File: src/swcf_pkg.sv
// ----------------------------------------------------------------------------
// swcf_pkg: shared types and functions for the sensor word CRC framer
// Codes for the byte mode and the result kind, the CRC-8 byte update, and
// the structs that pass the word state and result groups between modules.
// ----------------------------------------------------------------------------
`default_nettype none

package swcf_pkg;

  // Byte modes
  localparam logic [1:0] MODE_HEADER = 2'd0;
  localparam logic [1:0] MODE_FRAME  = 2'd1;
  localparam logic [1:0] MODE_CHECK  = 2'd2;

  // Result kinds
  localparam logic KIND_BYTE = 1'b0;
  localparam logic KIND_WORD = 1'b1;

  // CRC-8 settings, MSB first, no final XOR
  localparam logic [7:0] CRC_INIT = 8'hFF;
  localparam logic [7:0] CRC_POLY = 8'h31;

  // Word position codes
  localparam logic [1:0] POS_START  = 2'd0;
  localparam logic [1:0] POS_SECOND = 2'd1;
  localparam logic [1:0] POS_CRC    = 2'd2;

  // Most results one item can cause
  localparam int unsigned MaxResults = 3;

  typedef struct packed {
    logic [1:0] word_position;
    logic [7:0] running_crc;
    logic [7:0] held_byte;
    logic [7:0] held_second;
    logic       failed_flag;
  } word_state_t;

  typedef struct packed {
    logic        kind;
    logic [7:0]  out_byte;
    logic [15:0] out_word;
    logic        crc_ok;
    logic        message_failed;
    logic        run_end;
  } result_t;

  typedef struct packed {
    logic [1:0]                     count;
    result_t [MaxResults-1:0]       res;
  } result_grp_t;

  localparam word_state_t STATE_RESET = '{
    word_position: POS_START,
    running_crc:   CRC_INIT,
    held_byte:     8'h00,
    held_second:   8'h00,
    failed_flag:   1'b0
  };

  // One byte through the CRC-8 register, bit by bit
  function automatic logic [7:0] crc_update(input logic [7:0] crc, input logic [7:0] b);
    logic [7:0] r;
    r = crc ^ b;
    for (int i = 0; i < 8; i++) begin
      r = r[7] ? ((r << 1) ^ CRC_POLY) : (r << 1);
    end
    return r;
  endfunction

  // Byte result: framed byte, flags clear
  function automatic result_t byte_result(input logic [7:0] b, input logic run_end);
    result_t r;
    r = '0;
    r.kind     = KIND_BYTE;
    r.out_byte = b;
    r.run_end  = run_end;
    return r;
  endfunction

endpackage

`default_nettype wire

File: src/swcf_if.sv
// ----------------------------------------------------------------------------
// swcf_if: item channels of the sensor word CRC framer
// Valid/ready channels; an item moves at a clock edge with valid and ready.
// ----------------------------------------------------------------------------
`default_nettype none

interface swcf_in_if;
  logic       valid;
  logic       ready;
  logic [1:0] mode;
  logic [7:0] data_byte;
  logic       first;
  logic       last;

  modport source (output valid, mode, data_byte, first, last, input ready);
  modport sink   (input valid, mode, data_byte, first, last, output ready);
endinterface

interface swcf_out_if;
  logic        valid;
  logic        ready;
  logic        kind;
  logic [7:0]  out_byte;
  logic [15:0] out_word;
  logic        crc_ok;
  logic        message_failed;
  logic        run_end;

  modport source (output valid, kind, out_byte, out_word, crc_ok, message_failed, run_end,
                  input ready);
  modport sink   (input valid, kind, out_byte, out_word, crc_ok, message_failed, run_end,
                  output ready);
endinterface

`default_nettype wire

File: src/swcf_step.sv
// ----------------------------------------------------------------------------
// swcf_step: per-item framing and checking logic
// From the word state and one input item, works out the next word state and
// the group of up to three results the item causes.
// ----------------------------------------------------------------------------
`default_nettype none

module swcf_step (
  input  swcf_pkg::word_state_t state_i,
  input  logic [1:0]            mode_i,
  input  logic [7:0]            data_byte_i,
  input  logic                  first_i,
  input  logic                  last_i,
  output swcf_pkg::word_state_t state_o,
  output swcf_pkg::result_grp_t grp_o
);

  swcf_pkg::word_state_t cur;
  logic [7:0]            crc_start;
  logic [7:0]            crc_next;
  logic [7:0]            crc_pad;
  logic                  crc_match;
  logic                  fail_next;

  // first clears the word state ahead of this byte
  assign cur = first_i ? swcf_pkg::STATE_RESET : state_i;

  // A new word starts from the init value, a second byte continues
  assign crc_start = (cur.word_position == swcf_pkg::POS_SECOND) ? cur.running_crc
                                                                 : swcf_pkg::CRC_INIT;
  assign crc_next  = swcf_pkg::crc_update(crc_start, data_byte_i);
  assign crc_pad   = swcf_pkg::crc_update(crc_next, 8'h00);
  assign crc_match = (data_byte_i == cur.running_crc);
  assign fail_next = cur.failed_flag | ~crc_match;

  always_comb begin
    state_o = cur;
    grp_o   = '0;
    case (mode_i)
      swcf_pkg::MODE_HEADER: begin
        grp_o.count  = 2'd1;
        grp_o.res[0] = swcf_pkg::byte_result(data_byte_i, 1'b1);
      end
      swcf_pkg::MODE_FRAME: begin
        if (cur.word_position != swcf_pkg::POS_SECOND) begin
          if (last_i) begin
            // odd final byte: zero pad, then CRC over byte and pad
            grp_o.count  = 2'd3;
            grp_o.res[0] = swcf_pkg::byte_result(data_byte_i, 1'b0);
            grp_o.res[1] = swcf_pkg::byte_result(8'h00, 1'b0);
            grp_o.res[2] = swcf_pkg::byte_result(crc_pad, 1'b1);
            state_o.word_position = swcf_pkg::POS_START;
            state_o.running_crc   = swcf_pkg::CRC_INIT;
          end else begin
            grp_o.count  = 2'd1;
            grp_o.res[0] = swcf_pkg::byte_result(data_byte_i, 1'b1);
            state_o.word_position = swcf_pkg::POS_SECOND;
            state_o.running_crc   = crc_next;
          end
        end else begin
          grp_o.count  = 2'd2;
          grp_o.res[0] = swcf_pkg::byte_result(data_byte_i, 1'b0);
          grp_o.res[1] = swcf_pkg::byte_result(crc_next, 1'b1);
          state_o.word_position = swcf_pkg::POS_START;
          state_o.running_crc   = swcf_pkg::CRC_INIT;
        end
      end
      swcf_pkg::MODE_CHECK: begin
        if (cur.word_position == swcf_pkg::POS_SECOND) begin
          state_o.held_second   = data_byte_i;
          state_o.running_crc   = crc_next;
          state_o.word_position = swcf_pkg::POS_CRC;
        end else if (cur.word_position == swcf_pkg::POS_CRC) begin
          // third byte: compare and emit the word
          grp_o.count                 = 2'd1;
          grp_o.res[0].kind           = swcf_pkg::KIND_WORD;
          grp_o.res[0].out_word       = {cur.held_byte, cur.held_second};
          grp_o.res[0].crc_ok         = crc_match;
          grp_o.res[0].message_failed = fail_next;
          grp_o.res[0].run_end        = 1'b1;
          state_o.failed_flag         = fail_next;
          state_o.word_position       = swcf_pkg::POS_START;
          state_o.running_crc         = swcf_pkg::CRC_INIT;
        end else begin
          state_o.held_byte     = data_byte_i;
          state_o.running_crc   = crc_next;
          state_o.word_position = swcf_pkg::POS_SECOND;
        end
      end
      default: begin
        // no result; only first and last act
      end
    endcase

    // end of message drops any partial word
    if (last_i) begin
      state_o.word_position = swcf_pkg::POS_START;
      state_o.running_crc   = swcf_pkg::CRC_INIT;
    end
  end

endmodule

`default_nettype wire

File: src/sensor_word_crc_framer.sv
// ----------------------------------------------------------------------------
// sensor_word_crc_framer: CRC-8 framer and checker for sensor bus words
// Frames parameter bytes with CRC-8 (poly 0x31, init 0xFF) and checks
// received words, passing header bytes through.
// ----------------------------------------------------------------------------
// Each item is registered on input, handled by the combinational step logic,
// and its results are held in a result register and sent one per cycle while
// the output is ready. A header byte, a checked word or a frame byte that
// opens a word causes one result; a frame byte that closes a word causes two,
// and an odd final frame byte three. A partial received word or an unused
// mode causes none. An item that causes one result goes through at one item
// per cycle while the output is ready; an item with two or three results holds
// the output port until all are sent, which sets the sustained rate. An item
// passes the input register, then the result register. A new item is taken
// into the input register while earlier results still wait on the output.
`default_nettype none

module sensor_word_crc_framer (
  input  logic             clk_i,
  input  logic             rst_ni,
  swcf_in_if.sink          in_i,
  swcf_out_if.source       out_o
);

  // Input register
  logic       in_vld_q;
  logic [1:0] mode_q;
  logic [7:0] data_byte_q;
  logic       first_q;
  logic       last_q;

  // Word state and result register
  swcf_pkg::word_state_t state_q, state_d;
  swcf_pkg::result_grp_t grp_q, grp_d;
  logic [1:0]            cnt_q;
  logic [1:0]            idx_q;

  logic in_take;
  logic out_take;
  logic grp_free;
  logic move;
  swcf_pkg::result_t cur_res;

  swcf_step u_step (
    .state_i     (state_q),
    .mode_i      (mode_q),
    .data_byte_i (data_byte_q),
    .first_i     (first_q),
    .last_i      (last_q),
    .state_o     (state_d),
    .grp_o       (grp_d)
  );

  // Handshakes
  assign out_take = out_o.valid & out_o.ready;
  assign grp_free = (cnt_q == 2'd0) || ((cnt_q == 2'd1) && out_o.ready);
  assign move     = in_vld_q & grp_free;
  assign in_i.ready = ~in_vld_q | move;
  assign in_take  = in_i.valid & in_i.ready;

  // Output from the result register
  assign cur_res              = grp_q.res[idx_q];
  assign out_o.valid          = (cnt_q != 2'd0);
  assign out_o.kind           = cur_res.kind;
  assign out_o.out_byte       = cur_res.out_byte;
  assign out_o.out_word       = cur_res.out_word;
  assign out_o.crc_ok         = cur_res.crc_ok;
  assign out_o.message_failed = cur_res.message_failed;
  assign out_o.run_end        = cur_res.run_end;

  // Control state
  always_ff @(posedge clk_i or negedge rst_ni) begin
    if (!rst_ni) begin
      in_vld_q <= 1'b0;
      cnt_q    <= 2'd0;
      idx_q    <= 2'd0;
      state_q  <= swcf_pkg::STATE_RESET;
    end else begin
      if (in_take) begin
        in_vld_q <= 1'b1;
      end else if (move) begin
        in_vld_q <= 1'b0;
      end

      if (move) begin
        cnt_q   <= grp_d.count;
        idx_q   <= 2'd0;
        state_q <= state_d;
      end else if (out_take) begin
        cnt_q <= cnt_q - 2'd1;
        idx_q <= idx_q + 2'd1;
      end
    end
  end

  // Payload registers
  always_ff @(posedge clk_i) begin
    if (in_take) begin
      mode_q      <= in_i.mode;
      data_byte_q <= in_i.data_byte;
      first_q     <= in_i.first;
      last_q      <= in_i.last;
    end
    if (move) begin
      grp_q <= grp_d;
    end
  end

endmodule

`default_nettype wire
File: src/flat_wrapper.sv
// flat-port wrapper written by rule: the top's interface ports become plain ports
module sensor_word_crc_framer_flat 
  (clk_i, rst_ni, in_i_valid, in_i_mode, in_i_data_byte, in_i_first, in_i_last, in_i_ready, out_o_valid, out_o_kind, out_o_out_byte, out_o_out_word, out_o_crc_ok, out_o_message_failed, out_o_run_end, out_o_ready);
  swcf_in_if in_i_i ();
  swcf_out_if out_o_i ();
  input  logic clk_i;
  input  logic rst_ni;
  input wire logic [$bits(in_i_i.valid)-1:0] in_i_valid;
  input wire logic [$bits(in_i_i.mode)-1:0] in_i_mode;
  input wire logic [$bits(in_i_i.data_byte)-1:0] in_i_data_byte;
  input wire logic [$bits(in_i_i.first)-1:0] in_i_first;
  input wire logic [$bits(in_i_i.last)-1:0] in_i_last;
  output wire logic [$bits(in_i_i.ready)-1:0] in_i_ready;
  output wire logic [$bits(out_o_i.valid)-1:0] out_o_valid;
  output wire logic [$bits(out_o_i.kind)-1:0] out_o_kind;
  output wire logic [$bits(out_o_i.out_byte)-1:0] out_o_out_byte;
  output wire logic [$bits(out_o_i.out_word)-1:0] out_o_out_word;
  output wire logic [$bits(out_o_i.crc_ok)-1:0] out_o_crc_ok;
  output wire logic [$bits(out_o_i.message_failed)-1:0] out_o_message_failed;
  output wire logic [$bits(out_o_i.run_end)-1:0] out_o_run_end;
  input wire logic [$bits(out_o_i.ready)-1:0] out_o_ready;
  assign in_i_i.valid = in_i_valid;
  assign in_i_i.mode = in_i_mode;
  assign in_i_i.data_byte = in_i_data_byte;
  assign in_i_i.first = in_i_first;
  assign in_i_i.last = in_i_last;
  assign in_i_ready = in_i_i.ready;
  assign out_o_valid = out_o_i.valid;
  assign out_o_kind = out_o_i.kind;
  assign out_o_out_byte = out_o_i.out_byte;
  assign out_o_out_word = out_o_i.out_word;
  assign out_o_crc_ok = out_o_i.crc_ok;
  assign out_o_message_failed = out_o_i.message_failed;
  assign out_o_run_end = out_o_i.run_end;
  assign out_o_i.ready = out_o_ready;
  sensor_word_crc_framer u_core (.clk_i(clk_i), .rst_ni(rst_ni), .in_i(in_i_i), .out_o(out_o_i));
endmodule
File: config.mk
export PLATFORM = sky130hd
export DESIGN_NAME = sensor_word_crc_framer_flat
export DESIGN_NICKNAME = d
export VERILOG_FILES = /design/src/swcf_pkg.sv /design/src/swcf_if.sv /design/src/swcf_step.sv /design/src/sensor_word_crc_framer.sv /design/src/flat_wrapper.sv
export SDC_FILE = /design/constraint.sdc
export NUM_CORES = 1
export LEC_CHECK = 0
export ABC_AREA = 1
export BUFFER_PORTS_ARGS = -buffer_cell sky130_fd_sc_hd__buf_2
export CORE_ASPECT_RATIO = 0.5
export CORE_MARGIN = 2
export CORE_UTILIZATION = 60
export CTS_BUF_LIST = sky130_fd_sc_hd__clkbuf_16
export DETAILED_ROUTE_END_ITERATION = 8
export MAX_ROUTING_LAYER = met4
export PLACE_DENSITY = 0.84
export SKIP_LAST_GASP = 1
export SLEW_MARGIN = 15
export SYNTH_ARGS = -nofsm -noshare
export SYNTH_HDL_FRONTEND = slang
export SYNTH_SLANG_ARGS = --single-unit
File: constraint.sdc
create_clock -name clk_i -period 3.7 [get_ports clk_i]
set_input_delay 1.11 -clock clk_i [delete_from_list [all_inputs] [get_ports clk_i]]
set_output_delay 1.11 -clock clk_i [all_outputs]
set_load 0.02 [all_outputs]
== Word level (Yosys, flattened, before mapping) ==
Cells that the tools add are included.
Widths: inputs -> output; s select.

* Bits in registers: 128
* Input bits: 16
* Word-level logic and storage cells: 127

* $add $sub $neg: 2
* Order comparisons: 1
* Eq/ne operators: 7
* Multiplexer cells: 52
* Bitwise gates (word level): 24
* Reductions and logical operators: 10

{| class="wikitable"
|+ Operator list
! cell !! count
|-
| $mux 6 || 16
|-
| $pmux 19 s3 || 1
|-
| $bmux 28 s2 || 1
|-
| $mux 55 || 1
|-
| $not 3->3 || 16
|-
| $mux 19 || 2
|-
| $mux 8 || 4
|-
| $mux 29 || 1
|-
| $mux 28 || 1
|-
| $mux 27 || 1
|-
| $mux 10 || 2
|-
| $pmux 10 s2 || 1
|-
| $mux 9 || 2
|-
| $mux 17 || 1
|-
| $pmux 8 s2 || 1
|-
| $mux 2 || 6
|-
| $mux 1 || 9
|-
| $eq 8x8->1 || 1
|-
| $xor 8x8->8 || 1
|-
| $eq 2x1->1 const B || 3
|-
| $pmux 2 s3 || 1
|-
| $reduce_bool 2->1 || 3
|-
| $eq 2x2->1 const B || 2
|-
| $logic_not 2->1 || 2
|-
| other kinds (13) || 17
|}

== Logic depth before layout (Yosys ltp) ==
Gate-level depths: netlist of run 1.

* Depth in word-level cells: 36
* Gate-level depth with buffers: 21
* Mapped depth without buffers: 20

== Hierarchy ==
Synthesis of run 1 repeated with hierarchy kept, for this count alone.

* Cells, all modules: 768
* Area, all modules: 7058.0 µm²

{| class="wikitable"
|+ By module, submodules not included
! module !! times used !! cells an instance !! area an instance (µm²)
|-
| sensor_word_crc_framer || 1 || 377 || 4858.4
|-
| swcf_step || 1 || 391 || 2199.6
|}

== Worst setup path after synthesis of run 1 ==
Ideal clock, no wire load.

* Path kind: input to register
* From: in out_o_ready
* To: reg u_core.grp_q[0] (netlist name), enable pin
* Library setup time: 0.428 ns
* Arrival time: 2.856 ns
* Data required time: 3.272 ns
* Path slack: 0.416 ns
* Stages: 3
* Buffers on the path: 1
* Path through: a21oi_1 > nor2_1 > clkbuf_1

* Longest elaborated chain between the ends: 3

{| class="wikitable"
|+ Ends and longest elaborated chain
! element !! line !! source
|-
| start: declaration || flat_wrapper.sv:21 || <nowiki>input wire logic [$bits(out_o_i.ready)-1:0] out_o_ready;</nowiki>
|-
| $logic_and 1x1->1 || sensor_word_crc_framer.sv:56 || <nowiki>assign grp_free = (cnt_q == 2'd0) || ((cnt_q == 2'd1) && out_o.ready);</nowiki>
|-
| $logic_or 1x1->1 || sensor_word_crc_framer.sv:56 ||
|-
| $and 1x1->1 || sensor_word_crc_framer.sv:57 || <nowiki>assign move = in_vld_q & grp_free;</nowiki>
|-
| via u_core.move || sensor_word_crc_framer.sv:41 || <nowiki>logic move;</nowiki>
|-
| end signal: assignment || sensor_word_crc_framer.sv:105 || <nowiki>grp_q <= grp_d;</nowiki>
|-
| end: declaration || sensor_word_crc_framer.sv:34 || <nowiki>swcf_pkg::result_grp_t grp_q, grp_d;</nowiki>
|}

The timed path passes the listed nets, and every way through them passes these cells.
A chain may end at the register's enable or synchronous reset.

== Final worst setup path of run 1 ==
* From: reg u_core.idx_q[1]
* To: out out_o_out_byte[3]

* Longest elaborated chain between the ends: 2

{| class="wikitable"
|+ Ends and longest elaborated chain
! element !! line !! source
|-
| start: declaration || sensor_word_crc_framer.sv:36 || <nowiki>logic [1:0] idx_q;</nowiki>
|-
| start signal: assignment || sensor_word_crc_framer.sv:91 || <nowiki>idx_q <= idx_q + 2'd1;</nowiki>
|-
| $bmux 28 s2 || sensor_word_crc_framer.sv:62 || <nowiki>assign cur_res = grp_q.res[idx_q];</nowiki>
|-
| $mux 28 (implied by the code) || sensor_word_crc_framer.sv:62 ||
|-
| end: declaration || flat_wrapper.sv:16 || <nowiki>output wire logic [$bits(out_o_i.out_byte)-1:0] out_o_out_byte;</nowiki>
|}

Every way passes these cells. The select of a mux whose other input is x is not followed.

==> results by group, run 1 <==
Placed design
  – DP Cell Count: around 740
  – RePlAce Congestion: 0.936
  – Post-DP HPWL: just over 8000 um
  – # port buffers: 45

Run
  – Max-cap violations: 0

Pwr
  – Psw: 2.20 mW
  – Final Power: just under 5 mW
  – Logic pwr share: 45.6%
  – VDD IR-drop max: 0.000489 V
  – Total leakage power: about 2.7 nW
  – Sw frac: 44.4%
  – Sequential share of power: 36.3%
  – Clock group share of total power: a little under a fifth
  – Cell Pwr Density: 870 mW/mm^2
  – Power Internal: 2.75 mW

Critical path
  – Crit Path Category: flip-flop to output pin
  – Critical Path AT: between 2000 and 2500 ps
  – Startpoint types: flip-flop
  – Crit. End Element: output pin
  – Worst endpoint required time: 2590 ps
  – Peak fanout along the critical path: 21

STA
  – Slew @ Worst Pin: 802 ps
  – Fin. max-slew vios: 0
  – Final hold vios: 0
  – # setup viols final: 0
  – Final Skew: 5.38 ps
  – Fmax: 0.290 GHz
  – Post-route setup TNS: 0 ps
  – RSZ-0062 raised after global routing: false
  – Final Critical Period: 3450 ps
  – Share of the cycle needed by the critical path after routing: 93.3%
  – Relative slew slack: 46.5%

CTS
  – CTS resizes: 0
  – H-tree depth: 3
  – TritonCTS clock tree: done
  – TritonCTS Sinks: 90
  – # hold bufs at CTS: 0
  – TritonCTS Buffers: 9
  – Clock Path Buffers: 2
  – Clk pin slew, worst setup/hold paths: 60 ps
  – Worst skew pair latency: ~350 ps
  – Root buffer cell: clkbuf_16
  – Post-CTS setup buffers: 0

Synthesis
  – Synthesized area: 0.00510 mm^2
  – Top-area cell type share of the netlist area: about 34%
  – Synthesized net count: 629
  – Netlist cell types: 40
  – Post-synth top area cell: edfxtp_1
  – Main area contributors after synthesis: edfxtp_1, nand2_1, dfrtp_1, nor2_1, nand3_1
  – Ys Warns: 0
  – Avg Cell Area, Syn: 8.45 um^2
  – Syn Inst Count: just over 600
  – Post-synthesis sequential area ratio: 50.0%
  – Post-synthesis sequential element count: 90

Route
  – DRT iter0 DRCs: 491
  – Final WL: 11,400 um
  – Avg WL per Cell: ~15 um
  – Final ANT Viol Nets: 0
  – Detailed Routing Iterations Pass 1: 5
  – Routed vias: around 4.2k
  – DRC Markers: 0
  – Vias per cell: ~5.5

Floorplanning
  – DIE AREA: 0.00931 mm^2
  – Starting Density: 62.9%
  – Row count: 23
  – IO Count: 46
  – Core Footprint: just over 0.008 mm^2
  – Die Wd: 134 um
  – Die height: 69.2 um

GRT
  – Vias in the first global route: 3,869
  – GRT Resource Usage Total: 26.5%
  – Pin count of the biggest net entering global routing: 67
  – Initial antenna violation count: 0
  – Grt ovf: 0
  – First-pass GRT wire length: 18,500 um

Layout
  – Diode count: 0
  – Syn-to-layout area delta: 11.3%
  – Finished Layout Cells: 759
  – # fillers: 615
  – Commonest non-fill, non-tap cell in the layout: nand2_1
  – Final net count: 667
  – Most frequent cells in the layout: nand2_1, nor2_1, edfxtp_1, inv_1, nand3_1
  – Fraction of layout cells with a size suffix above 1: roughly a fifth

Worst hold path
  – Hold/Removal Path Class: flip-flop to flip-flop

Run status
  – Status: completed
==> metal layers <==
layer | track usage (%) | up-vias | share of wire (%)
met1 | 33.2 | 1967 | 43
met5 | - | - | 0
li1 | - | 2041 | -
met2 | 41.6 | 167 | 47
met4 | 10.3 | 0 | 3.1
met3 | 7.02 | 30 | 7.4
==> per-stage QoR <==
stage | hold WS [ps] | setup slack, ps | util [%] | instance area (um^2)
2_1_floorplan | 450 | 416 | - | 5100
3_3_place_gp | 462 | 767 | 66.4 | 5390
3_5_place_dp | 466 | 626 | 66.4 | 5390
4_1_cts | 484 | 250 | 70.0 | 5680
5_1_grt | 502 | 0.0562 | 70.0 | 5680
6_report | 482 | 249 | 70.0 | 5680
==> power groups by stage <==
stage / combinational [mW] / sequential (mW) / clock [mW]
floorplan: 1.71 / 1.73 / 0
global placement: 2.14 / 1.79 / 0
detailed placement: 2.22 / 1.80 / 0
CTS: 2.24 / 1.79 / 0.906
global route: 2.48 / 1.84 / 0.947
finish: 2.25 / 1.79 / 0.899
==> synthesized netlist by cell type (all sizes together) <==
cell,n
a21oi,17
o21ai,27
buf,6
ha,9
edfxtp,58
o211ai,8
or2,1
nand3b,1
a22oi,1
xor2,11
nor4,1
nor3,1
nand3,50
o22ai,3
dfrtp,24
dfstp,8
xnor2,2
clkbuf,14
o221ai,1
nand2,206
o31ai,1
nand4,2
a31oi,4
inv,55
clkinv,1
nor2,92
==> layout make-up <==
| cell class | instances | area (um^2) | area share (%) |
|---|---|---|---|
| sequential | 90 | 2550 | 44.9 |
| multi-input combinational | 438 | 2240 | 39.4 |
| timing repair buffer | 47 | 240 | 4.23 |
| clock buffer | 9 | 225 | 3.96 |
| inverter | 56 | 215 | 3.79 |
| tap | 112 | 140 | 2.47 |
| clock inverter | 7 | 68.8 | 1.21 |
==> worst max-delay path, stage by stage (launching register included) <==
cell and delay [ps]:
dfrtp_1 730, inv_1 320, nor2_1 540, nand2_1 130, nand3_1 110, buf_2 170
==> cells by family after synthesis <==
group / Yosys count / share of synthesized area (%)
simple gates: 354 / 32.0
flops: 90 / 50.0
buf+inv: 76 / 6.23
compound gates: 62 / 6.81
xor+xnor: 13 / 2.75
fa+ha+maj: 9 / 2.21
==> path summary, 6_finish.rpt <==
kind	start	end	slack (ps)	cells past startpoint
max	u_core.idx_q[1]$_DFFE_PN0P_	out_o_out_byte[3]	250	5
min	u_core.state_q[12]$_DFFE_PN0P_	u_core.state_q[12]$_DFFE_PN0P_	480	2
max reg2reg	u_core.first_q$_DFFE_PP_	u_core.grp_q[82]$_SDFFCE_PN0P_	610	13
min reg2reg	u_core.state_q[12]$_DFFE_PN0P_	u_core.state_q[12]$_DFFE_PN0P_	480	2
max in group asynchronous	rst_ni	u_core.cnt_q[1]$_DFFE_PN0P_	2370	1
min in group asynchronous	rst_ni	u_core.state_q[26]$_DFFE_PN0P_	840	1
==> state kept, by name (all words and copies together), names as in the netlist <==
register and count:
u_core.last_q 1, u_core.state_q 27, u_core.mode_q 2, u_core.idx_q 2
u_core.cnt_q 2, u_core.in_vld_q 1, u_core.first_q 1, u_core.grp_q 46
u_core.data_byte_q 8
No activity file was read; power rests on OpenSTA's default activity.
==> run 2: changes to the inputs <==
- CORE_MARGIN: 2 -> 10
- CORE_UTILIZATION: 60 -> 35
- PLACE_DENSITY: 0.84 -> 0.56
==> results by group, run 2 (synthesis gave the netlist of run 1 again) <==
GRT
  – Initial antenna violation count: 0
  – GRT Resource Usage Total: 13.0%
  – First-pass GRT wire length: 20,600 um
  – Pin count of the biggest net entering global routing: 67
  – Grt ovf: 0
  – Vias in the first global route: slightly below 4k

Route
  – Avg WL per Cell: approximately 15 um
  – DRC Markers: 0
  – DRT iter0 DRCs: 339
  – Routed vias: 3,985
  – Final ANT Viol Nets: 0
  – Final WL: 12,400 um
  – Detailed Routing Iterations Pass 1: 5
  – Vias per cell: 4.70

Critical path
  – CP startpoint: u_core.idx_q[0]$_DFFE_PN0P_
  – Slowest Stage Delay on Critical Path: 690 ps
  – Worst endpoint required time: 2590 ps
  – Buf+Inv Stages, Crit Path: 2
  – Peak fanout along the critical path: 29
  – CP max-delay cell: nor2_1
  – Crit. End Element: output pin
  – Crit Path Category: flip-flop to output pin
  – Startpoint types: flip-flop
  – Critical Path AT: about 2200 ps
  – Crit-path cells: inv_1 > nor2_1 > nand2_1 > nand3_1 > buf_2
  – Crit-path leading delay family: simple AND/OR/NAND/NOR gates
  – RR Startpoint: u_core.first_q$_DFFE_PP_

Worst hold path
  – HP Start: u_core.state_q[10]$_DFFE_PN0P_
  – Hold/Removal Path Class: flip-flop to flip-flop

CTS
  – TritonCTS Buffers: 9
  – Clock Path Buffers: 2
  – Clk pin slew, worst setup/hold paths: 70 ps
  – TritonCTS clock tree: done
  – Post-CTS setup buffers: 0
  – TritonCTS Sinks: 90
  – Root buffer cell: clkbuf_16
  – Worst skew pair latency: 340 ps
  – # hold bufs at CTS: 0
  – CTS resizes: 0
  – H-tree depth: 3

STA
  – Final hold vios: 0
  – Slew @ Worst Pin: 836 ps
  – Final worst setup slack: 384 ps
  – # setup viols final: 0
  – Share of the cycle needed by the critical path after routing: between 80% and 90%
  – Final Critical Period: 3320 ps
  – RSZ-0062 raised after global routing: false
  – Final Skew: 8.85 ps
  – Min Hold Slack: 482 ps
  – Fmax: 0.302 GHz
  – Relative slew slack: 44.3%
  – Post-route setup TNS: 0 ps
  – Fin. max-slew vios: 0

Layout
  – Commonest non-fill, non-tap cell in the layout: nand2_1
  – Final net count: 669
  – Largest register FFs: 46
  – Fraction of layout cells with a size suffix above 1: about 20%
  – Finished Layout Cells: 847
  – Final Util: 40.4%
  – Largest regs: u_core.grp_q x46, u_core.state_q x27, u_core.data_byte_q x8
  – Most frequent cells in the layout: nand2_1, nor2_1, edfxtp_1, nand3_1, inv_1
  – Syn-to-layout area delta: 13.8%
  – Biggest register: u_core.grp_q
  – Diode count: 0

Placed design
  – Place WS: 691 ps
  – RePlAce Congestion: 0.892
  – Post-DP HPWL: 9080 um
  – DP Cell Count: 831
  – # port buffers: 45

Floorplanning
  – Core Footprint: about 0.014 mm^2
  – Row count: 31
  – Die Wd: 191 um
  – Die height: 105 um
  – Starting Density: 35.5%
  – DIE AREA: 0.0201 mm^2
  – IO Count: 46

Pwr
  – Total leakage power: 2.67 nW
  – VDD IR-drop max: 0.000277 V
  – Cell Pwr Density: 851 mW/mm^2

Run
  – Max-cap violations: 0

Run status
  – Status: completed
[run 2: cell count changes in the layout (fill, tap and decap cells not counted), sizes merged]
| cell | change |
|---|---|
| bufinv | -1 |
| inv | +2 |
| buf | +2 |
| clkinv | -1 |
[run 2: per-stage QoR]
stage                     power [mW]  area, um^2
after floorplan                 3.44        5100
after global placement          4.05        5510
after detailed placement        4.09        5510
after CTS                       5.01        5810
after global routing            5.35        5810
final                           4.94        5810
[run 2: worst paths after layout]
path                                                   to  slack (ps)  depth (start not counted)
setup / recovery                        out_o_out_byte[7]         380                          5
hold / removal             u_core.state_q[10]$_DFFE_PN0P_         480                          2
setup reg to reg           u_core.grp_q[82]$_SDFFCE_PN0P_         810                         15
hold reg to reg            u_core.state_q[10]$_DFFE_PN0P_         480                          2
max in group asynchronous     u_core.cnt_q[0]$_DFFE_PN0P_        2350                          1
min in group asynchronous  u_core.state_q[26]$_DFFE_PN0P_         850                          1
[run 2: power breakdown]
| part | internal, mW | switching (mW) | leakage, nW | total (mW) |
|---|---|---|---|---|
| Combinational | 0.678 | 1.60 | 1.57 | 2.28 |
| Sequential | 1.56 | 0.198 | 0.959 | 1.76 |
| Clock | 0.475 | 0.428 | 0.143 | 0.903 |
[run 2: final cells by class]
cell class	instances	area [um^2]
clock buffers	9	225
inverters	56	215
flip-flops and latches	90	2550
well taps	198	248
clock inverters	7	70.1
multi-input cells	438	2240
fillers	1461	8580
repair buffers	49	255
[run 2: worst register-to-register path: stages, from the launching register on]
cell and delay (ps):
edfxtp_1 400, nor2_1 190, ha_1 680, nand3_1 250, nand2_4 190, inv_4 70, nand2_4 80, nand2_4 60
inv_2 90, nand2_1 90, nand2_2 130, nand2_1 80, nand3_1 70, nand2_1 90, a21oi_1 120, nor2_1 50
[run 2: metal layers]
metal  up-vias  share of wire (%)  global-route usage, %
met5         -                  0                      -
met4         0               0.76                   3.13
met3         6                3.6                   2.40
met2        52                 48                   20.9
met1      1872                 48                   16.5
li1       2055                  -                      -
